===== config.mk =====
export PLATFORM = sky130hd
export DESIGN_NAME = query_text_normalizer_classifier
export DESIGN_NICKNAME = d
export VERILOG_FILES = /design/src/design/qtnc_pkg.sv /design/src/design/qtnc_front.sv /design/src/design/qtnc_queue.sv /design/src/design/qtnc_back.sv /design/src/design/query_text_normalizer_classifier.sv
export SDC_FILE = /design/constraint.sdc
export NUM_CORES = 1
export LEC_CHECK = 0
export BUFFER_PORTS_ARGS = -buffer_cell sky130_fd_sc_hd__buf_2
export CAP_MARGIN = 5
export CELL_PAD_IN_SITES_DETAIL_PLACEMENT = 0
export CELL_PAD_IN_SITES_GLOBAL_PLACEMENT = 1
export CORE_MARGIN = 4
export CORE_UTILIZATION = 35
export CTS_CLUSTER_SIZE = 20
export DETAILED_ROUTE_END_ITERATION = 6
export GPL_TIMING_DRIVEN = 0
export PLACE_DENSITY = 0.59
export SLEW_MARGIN = 25
export SYNTH_ARGS = -nofsm -noshare
export SYNTH_HDL_FRONTEND = slang
export SYNTH_SLANG_ARGS = --single-unit

===== constraint.sdc =====
create_clock -name i_clk -period 4.9 [get_ports i_clk]
set_input_delay 0 -clock i_clk [delete_from_list [all_inputs] [get_ports i_clk]]
set_output_delay 0 -clock i_clk [all_outputs]
set_load 0.02 [all_outputs]

===== src/design/qtnc_pkg.sv =====
// Shared types, character constants, keyword tables and per-character helper functions
// for the query text normalizer and classifier. It depends on nothing; every design file uses it.
package qtnc_pkg;

    // Depth of the result queue between the front and the back part.
    localparam int QUEUE_DEPTH = 4;

    // Largest number of results that one input byte can cause.
    localparam int MAX_RESULTS = 3;

    localparam logic [7:0] CH_SPACE  = 8'h20;
    localparam logic [7:0] CH_TAB    = 8'h09;
    localparam logic [7:0] CH_LF     = 8'h0A;
    localparam logic [7:0] CH_VT     = 8'h0B;
    localparam logic [7:0] CH_FF     = 8'h0C;
    localparam logic [7:0] CH_CR     = 8'h0D;
    localparam logic [7:0] CH_SEMI   = 8'h3B;
    localparam logic [7:0] CH_LPAREN = 8'h28;
    localparam logic [7:0] CH_RPAREN = 8'h29;
    localparam logic [7:0] CH_COMMA  = 8'h2C;
    localparam logic [7:0] CH_QUOTE  = 8'h22;
    localparam logic [7:0] CH_UNDER  = 8'h5F;
    localparam logic [7:0] CH_NUL    = 8'h00;

    typedef enum logic [1:0] {
        KIND_CHAR  = 2'd0,
        KIND_CLASS = 2'd1,
        KIND_END   = 2'd2
    } t_kind;

    typedef enum logic [1:0] {
        CLS_SELECT  = 2'd0,
        CLS_DECL    = 2'd1,
        CLS_INVALID = 2'd2
    } t_class;

    // Progress of the declaration pattern within one statement.
    typedef enum logic [1:0] {
        PH_KEYWORD = 2'd0,
        PH_SPACE   = 2'd1,
        PH_BODY    = 2'd2,
        PH_FAIL    = 2'd3
    } t_phase;

    localparam int NUM_KW = 9;

    typedef struct packed {
        logic                nonempty;
        logic [3:0]          pos;
        logic                sel_ok;
        logic [NUM_KW-1:0]   cand;
        t_phase              phase;
    } t_stmt;

    localparam t_stmt STMT_RESET = '{
        nonempty: 1'b0,
        pos:      4'd0,
        sel_ok:   1'b1,
        cand:     {NUM_KW{1'b1}},
        phase:    PH_KEYWORD
    };

    typedef struct packed {
        t_kind       kind;
        logic [7:0]  ch;
        t_class      cls;
        logic        all_valid;
        logic        last;
    } t_result;

    // All results of one input byte, in order from slot 0 up.
    typedef struct packed {
        logic [1:0]                    cnt;
        t_result [MAX_RESULTS-1:0]     res;
    } t_bundle;

    localparam logic [0:NUM_KW-1][0:8][7:0] KW_TEXT = '{
        '{"s", "t", "m", "t", CH_NUL, CH_NUL, CH_NUL, CH_NUL, CH_NUL},
        '{"r", "e", "a", "d", CH_NUL, CH_NUL, CH_NUL, CH_NUL, CH_NUL},
        '{"p", "r", "i", "n", "t", CH_NUL, CH_NUL, CH_NUL, CH_NUL},
        '{"w", "h", "i", "l", "e", CH_NUL, CH_NUL, CH_NUL, CH_NUL},
        '{"i", "f", CH_NUL, CH_NUL, CH_NUL, CH_NUL, CH_NUL, CH_NUL, CH_NUL},
        '{"a", "s", "s", "i", "g", "n", CH_NUL, CH_NUL, CH_NUL},
        '{"v", "a", "r", "i", "a", "b", "l", "e", CH_NUL},
        '{"c", "o", "n", "s", "t", "a", "n", "t", CH_NUL},
        '{"p", "r", "o", "c", "e", "d", "u", "r", "e"}
    };

    localparam logic [0:NUM_KW-1][3:0] KW_LEN = '{
        4'd4, 4'd4, 4'd5, 4'd5, 4'd2, 4'd6, 4'd8, 4'd8, 4'd9
    };

    localparam logic [0:5][7:0] SEL_TEXT = '{"S", "e", "l", "e", "c", "t"};

    function automatic logic is_ws(logic [7:0] c);
        return c inside {CH_SPACE, CH_TAB, CH_LF, CH_VT, CH_FF, CH_CR};
    endfunction

    function automatic logic no_space_before(logic [7:0] c);
        return c inside {CH_SEMI, CH_LPAREN, CH_RPAREN, CH_COMMA, CH_QUOTE, CH_UNDER};
    endfunction

    function automatic logic no_space_after(logic [7:0] c);
        return c inside {CH_SEMI, CH_LPAREN, CH_COMMA, CH_QUOTE, CH_UNDER};
    endfunction

    function automatic logic is_body_char(logic [7:0] c);
        return (c >= "a" && c <= "z") || (c >= "A" && c <= "Z")
            || (c >= "0" && c <= "9") || c == CH_COMMA;
    endfunction

    // Statement state after one more kept character. The keyword compares run in parallel.
    function automatic t_stmt keep_char(t_stmt s, logic [7:0] c);
        t_stmt r;
        logic  found;
        r     = s;
        found = 1'b0;
        if (s.pos < 4'd6 && c != SEL_TEXT[s.pos[2:0]]) begin
            r.sel_ok = 1'b0;
        end
        case (s.phase)
            PH_KEYWORD: begin
                if (c == CH_SPACE) begin
                    for (int i = 0; i < NUM_KW; i++) begin
                        if (s.cand[i] && KW_LEN[i] == s.pos) begin
                            found = 1'b1;
                        end
                    end
                    r.phase = found ? PH_SPACE : PH_FAIL;
                end else begin
                    for (int i = 0; i < NUM_KW; i++) begin
                        if (s.pos >= KW_LEN[i] || c != KW_TEXT[i][s.pos]) begin
                            r.cand[i] = 1'b0;
                        end
                    end
                    if (r.cand == '0) begin
                        r.phase = PH_FAIL;
                    end
                end
            end
            PH_SPACE: begin
                r.phase = (c >= "A" && c <= "z") ? PH_BODY : PH_FAIL;
            end
            PH_BODY: begin
                if (!is_body_char(c)) begin
                    r.phase = PH_FAIL;
                end
            end
            default: begin
            end
        endcase
        if (s.pos != 4'd15) begin
            r.pos = s.pos + 4'd1;
        end
        r.nonempty = 1'b1;
        return r;
    endfunction

    function automatic t_class close_class(t_stmt s);
        if (s.pos >= 4'd6 && s.sel_ok) begin
            return CLS_SELECT;
        end else if (s.phase == PH_BODY) begin
            return CLS_DECL;
        end
        return CLS_INVALID;
    endfunction

    function automatic t_result mk_result(t_kind kind, logic [7:0] ch, t_class cls,
                                          logic all_valid, logic last);
        t_result r;
        r.kind      = kind;
        r.ch        = ch;
        r.cls       = cls;
        r.all_valid = all_valid;
        r.last      = last;
        return r;
    endfunction

endpackage


===== src/design/qtnc_front.sv =====
// Front part: accepts raw query bytes, normalizes whitespace, tracks statement classification
// and produces the bundle of results caused by each byte. Depends on qtnc_pkg.
module qtnc_front (
    input  logic               i_clk,
    input  logic               i_rst_n,
    input  logic               i_valid,
    output logic               o_ready,
    input  logic [7:0]         i_char,
    input  logic               i_eoq,
    input  logic               i_full,
    output logic               o_push,
    output qtnc_pkg::t_bundle  o_bundle
);

    logic              r_pend;
    logic              r_supp;
    logic              r_anyinv;
    qtnc_pkg::t_stmt   r_stmt;

    logic              n_pend;
    logic              n_supp;
    logic              n_anyinv;
    qtnc_pkg::t_stmt   n_stmt;
    qtnc_pkg::t_bundle n_bundle;

    logic              accept;

    // No request is taken while reset is held.
    assign o_ready = i_rst_n && !i_full;
    assign accept  = i_valid && o_ready;

    always_comb begin
        qtnc_pkg::t_class cls;
        logic [1:0]       k;
        n_pend   = r_pend;
        n_supp   = r_supp;
        n_anyinv = r_anyinv;
        n_stmt   = r_stmt;
        n_bundle = '0;
        k        = 2'd0;
        cls      = qtnc_pkg::CLS_SELECT;

        if (qtnc_pkg::is_ws(i_char)) begin
            if (!r_supp) begin
                n_pend = 1'b1;
            end
        end else if (i_char == qtnc_pkg::CH_SEMI) begin
            n_pend = 1'b0;
            cls    = qtnc_pkg::close_class(n_stmt);
            if (cls == qtnc_pkg::CLS_INVALID) begin
                n_anyinv = 1'b1;
            end
            n_bundle.res[k] = qtnc_pkg::mk_result(qtnc_pkg::KIND_CLASS, qtnc_pkg::CH_NUL,
                                                  cls, !n_anyinv, 1'b0);
            k      = k + 2'd1;
            n_stmt = qtnc_pkg::STMT_RESET;
            n_supp = 1'b1;
        end else begin
            if (r_pend && !qtnc_pkg::no_space_before(i_char)) begin
                n_stmt = qtnc_pkg::keep_char(n_stmt, qtnc_pkg::CH_SPACE);
                n_bundle.res[k] = qtnc_pkg::mk_result(qtnc_pkg::KIND_CHAR, qtnc_pkg::CH_SPACE,
                                                      qtnc_pkg::CLS_SELECT, !n_anyinv, 1'b0);
                k = k + 2'd1;
            end
            n_pend = 1'b0;
            n_stmt = qtnc_pkg::keep_char(n_stmt, i_char);
            n_bundle.res[k] = qtnc_pkg::mk_result(qtnc_pkg::KIND_CHAR, i_char,
                                                  qtnc_pkg::CLS_SELECT, !n_anyinv, 1'b0);
            k      = k + 2'd1;
            n_supp = qtnc_pkg::no_space_after(i_char);
        end

        if (i_eoq) begin
            if (n_stmt.nonempty) begin
                cls = qtnc_pkg::close_class(n_stmt);
                if (cls == qtnc_pkg::CLS_INVALID) begin
                    n_anyinv = 1'b1;
                end
                n_bundle.res[k] = qtnc_pkg::mk_result(qtnc_pkg::KIND_CLASS, qtnc_pkg::CH_NUL,
                                                      cls, !n_anyinv, 1'b1);
            end else begin
                n_bundle.res[k] = qtnc_pkg::mk_result(qtnc_pkg::KIND_END, qtnc_pkg::CH_NUL,
                                                      qtnc_pkg::CLS_SELECT, !n_anyinv, 1'b1);
            end
            k        = k + 2'd1;
            n_pend   = 1'b0;
            n_supp   = 1'b1;
            n_anyinv = 1'b0;
            n_stmt   = qtnc_pkg::STMT_RESET;
        end
        n_bundle.cnt = k;
    end

    assign o_push   = accept && (n_bundle.cnt != 2'd0);
    assign o_bundle = n_bundle;

    always_ff @(posedge i_clk) begin
        if (!i_rst_n) begin
            r_pend   <= 1'b0;
            r_supp   <= 1'b1;
            r_anyinv <= 1'b0;
            r_stmt   <= qtnc_pkg::STMT_RESET;
        end else if (accept) begin
            r_pend   <= n_pend;
            r_supp   <= n_supp;
            r_anyinv <= n_anyinv;
            r_stmt   <= n_stmt;
        end
    end

endmodule


===== src/design/qtnc_queue.sv =====
// Short queue of result bundles between the front and the back part.
// Depends on qtnc_pkg for the bundle type.
module qtnc_queue #(
    parameter int DEPTH = qtnc_pkg::QUEUE_DEPTH
) (
    input  logic               i_clk,
    input  logic               i_rst_n,
    input  logic               i_push,
    input  qtnc_pkg::t_bundle  i_bundle,
    output logic               o_full,
    input  logic               i_pop,
    output logic               o_nonempty,
    output qtnc_pkg::t_bundle  o_head
);

    localparam int PW = (DEPTH > 1) ? $clog2(DEPTH) : 1;
    localparam int CW = $clog2(DEPTH + 1);

    qtnc_pkg::t_bundle r_mem [DEPTH];
    logic [PW-1:0]     r_wr;
    logic [PW-1:0]     r_rd;
    logic [CW-1:0]     r_count;

    logic              do_push;
    logic              do_pop;

    assign o_full     = (r_count == CW'(DEPTH));
    assign o_nonempty = (r_count != '0);
    assign o_head     = r_mem[r_rd];
    assign do_push    = i_push && !o_full;
    assign do_pop     = i_pop && o_nonempty;

    always_ff @(posedge i_clk) begin
        if (do_push) begin
            r_mem[r_wr] <= i_bundle;
        end
    end

    always_ff @(posedge i_clk) begin
        if (!i_rst_n) begin
            r_wr    <= '0;
            r_rd    <= '0;
            r_count <= '0;
        end else begin
            if (do_push) begin
                r_wr <= (r_wr == PW'(DEPTH - 1)) ? '0 : r_wr + PW'(1);
            end
            if (do_pop) begin
                r_rd <= (r_rd == PW'(DEPTH - 1)) ? '0 : r_rd + PW'(1);
            end
            if (do_push && !do_pop) begin
                r_count <= r_count + CW'(1);
            end else if (do_pop && !do_push) begin
                r_count <= r_count - CW'(1);
            end
        end
    end

endmodule


===== src/design/qtnc_back.sv =====
// Back part: takes bundles from the queue and delivers their results one per cycle
// while the output is ready, through a registered output stage. Depends on qtnc_pkg.
module qtnc_back (
    input  logic               i_clk,
    input  logic               i_rst_n,
    input  logic               i_q_nonempty,
    input  qtnc_pkg::t_bundle  i_head,
    output logic               o_pop,
    output logic               o_valid,
    input  logic               i_ready,
    output qtnc_pkg::t_result  o_result
);

    qtnc_pkg::t_bundle r_cur;
    logic              r_cur_valid;
    logic [1:0]        r_idx;
    qtnc_pkg::t_result r_out;
    logic              r_out_valid;

    logic              out_load;
    logic              cur_last;

    assign out_load = r_cur_valid && (!r_out_valid || i_ready);
    assign cur_last = (r_idx == r_cur.cnt - 2'd1);
    assign o_pop    = i_q_nonempty && (!r_cur_valid || (out_load && cur_last));
    assign o_valid  = r_out_valid;
    assign o_result = r_out;

    always_ff @(posedge i_clk) begin
        if (out_load) begin
            r_out <= r_cur.res[r_idx];
        end
        if (o_pop) begin
            r_cur <= i_head;
        end
    end

    always_ff @(posedge i_clk) begin
        if (!i_rst_n) begin
            r_cur_valid <= 1'b0;
            r_idx       <= 2'd0;
            r_out_valid <= 1'b0;
        end else begin
            if (out_load) begin
                r_out_valid <= 1'b1;
            end else if (i_ready) begin
                r_out_valid <= 1'b0;
            end
            if (o_pop) begin
                r_cur_valid <= 1'b1;
                r_idx       <= 2'd0;
            end else if (out_load) begin
                if (cur_last) begin
                    r_cur_valid <= 1'b0;
                end else begin
                    r_idx <= r_idx + 2'd1;
                end
            end
        end
    end

endmodule


===== src/design/query_text_normalizer_classifier.sv =====
// Top level of the query text normalizer and statement classifier.
// Instantiates qtnc_front, qtnc_queue and qtnc_back; depends on qtnc_pkg.
//
// The block takes one raw query byte per request on the slave stream and delivers normalized
// characters, one class per statement and a closing result on the master stream. Whitespace
// runs become one space, leading and trailing spaces vanish, and spaces next to the marks
// ; ( ) , " _ are dropped as the rules for each mark require. A semicolon is not passed on;
// it closes its statement, and even an empty statement gets a class (invalid). Each class
// result carries the sticky all-valid flag. tlast on the input marks the final byte of a
// query; the result that closes it has tlast set and is either the class of an unterminated
// statement or a query-end result, after which all state is back at its reset value. The
// front part accepts a byte in every cycle in which the result queue has room, so a query
// streams at one byte per clock. Each byte causes zero to three results and the output
// delivers one result per clock while tready is high, so the sustained rate is one byte
// per cycle while the results average at most one per byte; bursts of more results are
// absorbed by the queue of QUEUE_DEPTH byte bundles, and once it is full the input waits
// on the output port. Results pass through the queue, r_cur and the r_out register.
module query_text_normalizer_classifier #(
    parameter int QUEUE_DEPTH = qtnc_pkg::QUEUE_DEPTH
) (
    input  logic        i_clk,
    input  logic        i_rst_n,
    input  logic        i_s_axis_tvalid,
    output logic        o_s_axis_tready,
    input  logic [7:0]  i_s_axis_tdata,   // [7:0] in_char
    input  logic        i_s_axis_tlast,   // end_of_query
    output logic        o_m_axis_tvalid,
    input  logic        i_m_axis_tready,
    output logic [15:0] o_m_axis_tdata,   // [7:0] out_char, [9:8] statement_class,
                                          // [10] all_valid, [15:11] zero
    output logic [1:0]  o_m_axis_tuser,   // [1:0] kind
    output logic        o_m_axis_tlast    // last
);

    logic              push;
    logic              full;
    logic              pop;
    logic              q_nonempty;
    qtnc_pkg::t_bundle push_bundle;
    qtnc_pkg::t_bundle head;
    qtnc_pkg::t_result result;

    // The front part normalizes and classifies, and hands over all results of a byte at once.
    qtnc_front u_front (
        .i_clk    (i_clk),
        .i_rst_n  (i_rst_n),
        .i_valid  (i_s_axis_tvalid),
        .o_ready  (o_s_axis_tready),
        .i_char   (i_s_axis_tdata),
        .i_eoq    (i_s_axis_tlast),
        .i_full   (full),
        .o_push   (push),
        .o_bundle (push_bundle)
    );

    // The queue lets the input keep streaming while the output is stalled.
    qtnc_queue #(
        .DEPTH (QUEUE_DEPTH)
    ) u_queue (
        .i_clk      (i_clk),
        .i_rst_n    (i_rst_n),
        .i_push     (push),
        .i_bundle   (push_bundle),
        .o_full     (full),
        .i_pop      (pop),
        .o_nonempty (q_nonempty),
        .o_head     (head)
    );

    // The back part unpacks bundles into single results, one per clock while tready is high.
    qtnc_back u_back (
        .i_clk        (i_clk),
        .i_rst_n      (i_rst_n),
        .i_q_nonempty (q_nonempty),
        .i_head       (head),
        .o_pop        (pop),
        .o_valid      (o_m_axis_tvalid),
        .i_ready      (i_m_axis_tready),
        .o_result     (result)
    );

    assign o_m_axis_tdata = {5'b0, result.all_valid, result.cls, result.ch};
    assign o_m_axis_tuser = result.kind;
    assign o_m_axis_tlast = result.last;

endmodule

Word level (Yosys, flattened, before mapping). Memories as Yosys holds them, arrays and structs flattened. A register that Yosys moved wholly into a read port is not among the register bits. Index checks and enable logic that the tools add are counted. Widths: inputs -> output; s select.

Output and inout port bits: 21. Register bits: 45. Input bits: 13. Memories kept: 12. Memory bits (read-only): 1280. Memory bits (writable): 176.

Memory list: u_queue.r_mem (depth 4, bits a word 44, read ports 1, clocked after Yosys merged registers in 1, wr ports 1, RTL line qtnc_queue.sv:19) `qtnc_pkg::t_bundle r_mem [DEPTH];`; (no name shown) (depth 16, bits a word 8, read ports 1, clocked after Yosys merged registers in 0, wr ports 0, RTL line qtnc_pkg.sv:132) `if (s.pos >= KW_LEN[i] || c != KW_TEXT[i][s.pos]) begin`; (no name shown) (depth 16, bits a word 8, read ports 1, clocked after Yosys merged registers in 0, wr ports 0, RTL line qtnc_pkg.sv:132); (no name shown) (depth 16, bits a word 8, read ports 1, clocked after Yosys merged registers in 0, wr ports 0, RTL line qtnc_pkg.sv:132); (no name shown) (depth 16, bits a word 8, read ports 1, clocked after Yosys merged registers in 0, wr ports 0, RTL line qtnc_pkg.sv:132); (no name shown) (depth 16, bits a word 8, read ports 1, clocked after Yosys merged registers in 0, wr ports 0, RTL line qtnc_pkg.sv:132); 6 more memories.

Mux-type cells: 180. Equal/unequal tests: 50. $add $sub $neg: 10. Bitwise operators: 5. Order comparisons: 24. Reductions and logical operators: 81.

Operators with widths (count): $mux 8 (22); $bwmux 42 (3); $mux 42 (3); $mux 1 (105); $mux 14 (6); $ne 8x8->1 (10); $demux 14 s2 (2); $mux 17 (3); $eq 8x6->1 const B (6); $mux 16 (3); $mux 2 (22); $eq 8x4->1 const B (5); $logic_and 1x1->1 (39); $bmux 14 s2 (1); $mux 28 (1); $eq 3x4->1 const A (6); $ge 4x3->1 const B (5); $mux 9 (2); $eq 4x4->1 const A (4); $ge 4x4->1 const B (4); $ge 8x7->1 const B (2); $le 8x7->1 const B (2); $eq 2x2->1 const B (7); $logic_or 1x1->1 (14); 38 further kinds (73).

Longest topological paths before layout.
Depth after elaboration: 56. Depth in mapped cells: 20. Gate-level depth less buffers: 18.

Hierarchy. From an unflattened synthesis, not the netlist that was laid out.

Cells, all modules: 979. Area total of the unflattened synthesis: 13001.2 um^2.

By module, submodules not included: qtnc_queue (instances 1, seq. area each 5465.2 um^2, cells each 281, area an instance 6889.1 um^2); qtnc_front (instances 1, seq. area each 400.4 um^2, cells each 558, area an instance 3794.9 um^2); qtnc_back (instances 1, seq. area each 1821.7 um^2, cells each 134, area an instance 2275.9 um^2); query_text_normalizer_classifier (instances 1, seq. area each 0.0 um^2, cells each 6, area an instance 41.3 um^2).

Worst setup path after synthesis. No wires, ideal clock.

Path type: input port to flip-flop. Start: input i_s_axis_tdata[4]. End: memory u_queue.r_mem[0][29] in the netlist's numbering (data pin). Setup slack: 109 ps. Library setup time: 230 ps. Stages: 20. Arrival time: 4561 ps. Required time: 4670 ps. Path through: buf_6 or4b_4 or4b_4 o311ai_2 buf_6 o21ai_0 nand2_1 inv_1 ha_1 clkbuf_1 nand2_1 o31ai_1 nor3_1 a211oi_1 and4b_4 a311o_1 or4_4 o221ai_4 o211ai_4 a2111oi_2.

RTL lines: from (decl) (RTL line query_text_normalizer_classifier.sv:25) `input logic [7:0] i_s_axis_tdata,`; to (decl) (RTL line qtnc_queue.sv:19).

==> metrics.yaml <==
sta:
  finalHoldViolations: 0
  skew_ps: 33.8
  clock.fmax_ghz: 0.207
  post-route-min-period_ps: 4830
  tightestPinTransition_ps: 958
  finalCritPeriodShare_pct: 98.5
  maxSlewViolCount: 0
  finalSetupViolCount: 0
  slew_headroom_pct: 36.1
  fin_tns_setup_ps: 0
  timing.final.ws_setup_ps: 74.9
setup_path:
  slowest_delay_ps: 580
  path_class: "in2reg"
  cp_data_required_time_ps: 5140
  end_kind: "register"
  cp.arrival_ps: 5060
  cp_slowest_cell: "or4b_4"
  cp-start-kind: "input pin"
  path_cells: "buf_6 -> or4b_4 -> or4b_4 -> o311ai_4 -> buf_6 -> o21ai_4 -> nand2_4 -> clkinvlp_4 -> ha_1 -> buf_4 -> nand2_1 -> o31ai_1 -> nor3_2 -> a211oi_1 -> and4b_4 -> a311o_1 -> or4_4 -> o221ai_4 -> o211ai_4 -> buf_4 -> a22o_1"
  cp_max_fo: 10
floorplan:
  die_area_mm2: 0.0350
  row_count: 65
  boundaryPins: 34
  core_area_mm2: 0.0316
  start_util_pct: 35.5
  die_w_um: 187
  die_h_um: 187
run_status:
  status: "complete, no violations"
synthesis:
  yosys_most_used_dff: "edfxtp_1"
  async_flop_share_pct: 0
  ys_top_cells_by_area: "edfxtp_1 (52%), mux4_2 (7.2%), dfxtp_1 (5.5%)"
  synth_top_cells_by_count: "edfxtp_1 (194), nand2_1 (64), nor2_1 (57)"
  synth.distinct_cells: 88
  synth_cells: 878
  yosysMostFrequentCell: "edfxtp_1"
  synth-edff-count: 194
  ys_seq_elements: 225
  synth_area_per_cell_um2: 12.8
  syn_area_mm2: 0.0112
  yosys_warnings: 0
  seq_area_frac_synth_pct: 57.4
  synth.largest_area_cell: "edfxtp_1"
  yosys.area.top_type_share_pct: 51.9
placement:
  pre_cts_ws_ps: -1350
  dpl.cell_count: 1314
  dp_hpwl_um: 21700
  gp_congestion: 0.899
  portBuffers: 25
routing:
  drc_errors: 0
  wl_per_cell_um: 22.1
  vias: 7517
  first_pass_iters: 5
  viasPerCell: 5.44
  ant_nets: 0
  dr.first_iter.drc_count: 509
  routed_wl_um: 30600
clock_tree:
  cts.sinks: 225
  cts_buffers: 25
  clkTransAtPathRegs_ps: 60
  clock_latency_ps: 520
  cts_tree: "yes"
  clk_path_buf_depth: 3
  cts-htree-levels: 1
  cts_root_buf: "clkbuf_16"
grt:
  grt_pass1_vias: 7550
  grt_pass1_wl_um: 47200
  grt_use_total_pct: 17.3
  antenna_found_initial: 0
  grt_start_max_net_pins: 20
  grt_overflow: 0
pwr:
  static-leakage-power_nw: 4.68
  pwr-share-seq_pct: 44.0
  powerDensity_mw_per_mm2: 448
  vdd_drop_max_v: 0.000224
  power.total_mw: 5.91
  clockPowerShare_pct: 29.8
  combPwrFrac_pct: 26.2
  switchingPower_mw: 1.74
  switching_share_pct: 29.4
  p_int_mw: 4.18
cells_and_area:
  drive_gt1_share_pct: 21.0
  num-fill-cells: 2969
  final_cells: 1382
  num-nets-final: 1008
  utilization_pct: 41.7
  area_delta_synth_final_pct: 17.4
  diodes: 0
run:
  max_cap_viol_count: 0
hold_path:
  hp-class: "in2reg"
==> cells in the final DEF (no fill, tap or decap), types with 14 or more instances in the layout <==
cell type / n
xnor2_1: 15
mux2i_1: 23
edfxtp_1: 194
nor3_1: 22
and2_1: 14
ha_1: 28
buf_4: 31
mux4_2: 36
nand2_1: 63
inv_1: 27
o21ai_0: 43
a21oi_1: 28
nor2_1: 57
dfxtp_1: 29
buf_2: 32
nand3_1: 20
clkbuf_1: 26
clkbuf_16: 25
==> power by group through the flow <==
stage | logic (mW) | clock network, mW | registers, mW
2_1_floorplan | 0.975 | 0 | 2.69
3_3_place_gp | 1.46 | 0 | 2.65
3_5_place_dp | 1.52 | 0 | 2.65
4_1_cts | 1.55 | 1.80 | 2.61
5_1_grt | 1.72 | 1.89 | 2.64
6_report | 1.55 | 1.76 | 2.60
==> flip-flops by register name, indices dropped and copies added (netlist names) <==
register            cells
u_back.r_idx            2
u_front.r_pend          1
u_front.r_stmt         17
u_queue.r_wr            2
u_back.r_cur           36
u_back.r_cur_valid      1
u_front.r_supp          1
u_queue.r_rd            2
u_front.r_anyinv        1
u_back.o_result        14
u_queue.r_count         3
u_back.o_valid          1
u_queue.r_mem         144
==> worst max-delay path: cells and delay by family <==
family	cells	cell delay, ps
AOI/OAI and AO/OA	8	1540
adders and majority gates	1	280
buffers and inverters	5	920
and+or+nand+nor	7	2300
==> path summary, 6_finish.rpt <==
path / startpoint / to / slack [ps] / depth (start not counted)
hold / removal: i_s_axis_tlast / u_queue.r_mem[0][43]$_DFFE_PP_ / 10 / 3
setup reg to reg: u_front.r_stmt[13]$_SDFFE_PN0P_ / u_queue.r_mem[2][3]$_DFFE_PP_ / 170 / 19
setup / recovery: i_s_axis_tdata[4] / u_queue.r_mem[2][3]$_DFFE_PP_ / 70 / 21
hold reg to reg: u_front.r_supp$_SDFFE_PN1P_ / u_front.r_supp$_SDFFE_PN1P_ / 470 / 2
==> per-layer routing <==
layer | global-route usage, % | up-vias | routed length (um)
met4 | 5.38 | 0 | 793
li1 | - | 3556 | -
met5 | 0 | - | 0
met2 | 29.2 | 176 | 15100
met1 | 23.3 | 3746 | 13600
met3 | 2.11 | 39 | 1130
==> cell type report <==
class,count,area [um2],area share [%]
clock buffer,29,641,4.86
buffer,54,283,2.14
inverter,32,129,0.977
timing repair buffer,54,448,3.40
sequential,225,6450,48.9
clock inverter,16,131,0.996
tap,402,503,3.81
multi-input combinational,570,4600,34.9
==> cell families (layout without fill, tap and decap cells) <==
group | count (synthesis) | count (layout) | synth area share, %
buf+inv | 88 | 185 | 3.50
mux | 59 | 59 | 9.27
xor+xnor | 30 | 30 | 2.46
flops | 225 | 225 | 57.4
fa+ha+maj | 33 | 33 | 3.74
simple gates | 268 | 268 | 12.5
compound gates | 174 | 175 | 11.1
other cells | 1 | 5 | 0.0334
==> through the flow <==
stage / area, um2 / hold slack (ps)
CTS: 12900 / 4.15
global placement: 11900 / 329
floorplan: 11200 / 139
global route: 13200 / 65.0
finish: 13200 / 13.6
detailed placement: 12000 / 332
==> repair_timing <==
| action | CTS | global route |
|---|---|---|
| buffers inserted | 5 | 17 |
| setup endpoints to repair | 38 | 37 |
| cloned | 1 | 0 |
| hold endpoints to repair | 7 | 0 |
| gates resized for setup | 18 | 40 |
| pin swaps | 3 | 8 |
| hold buffers | 2 | 0 |
(Power assumes the default switching activity.)
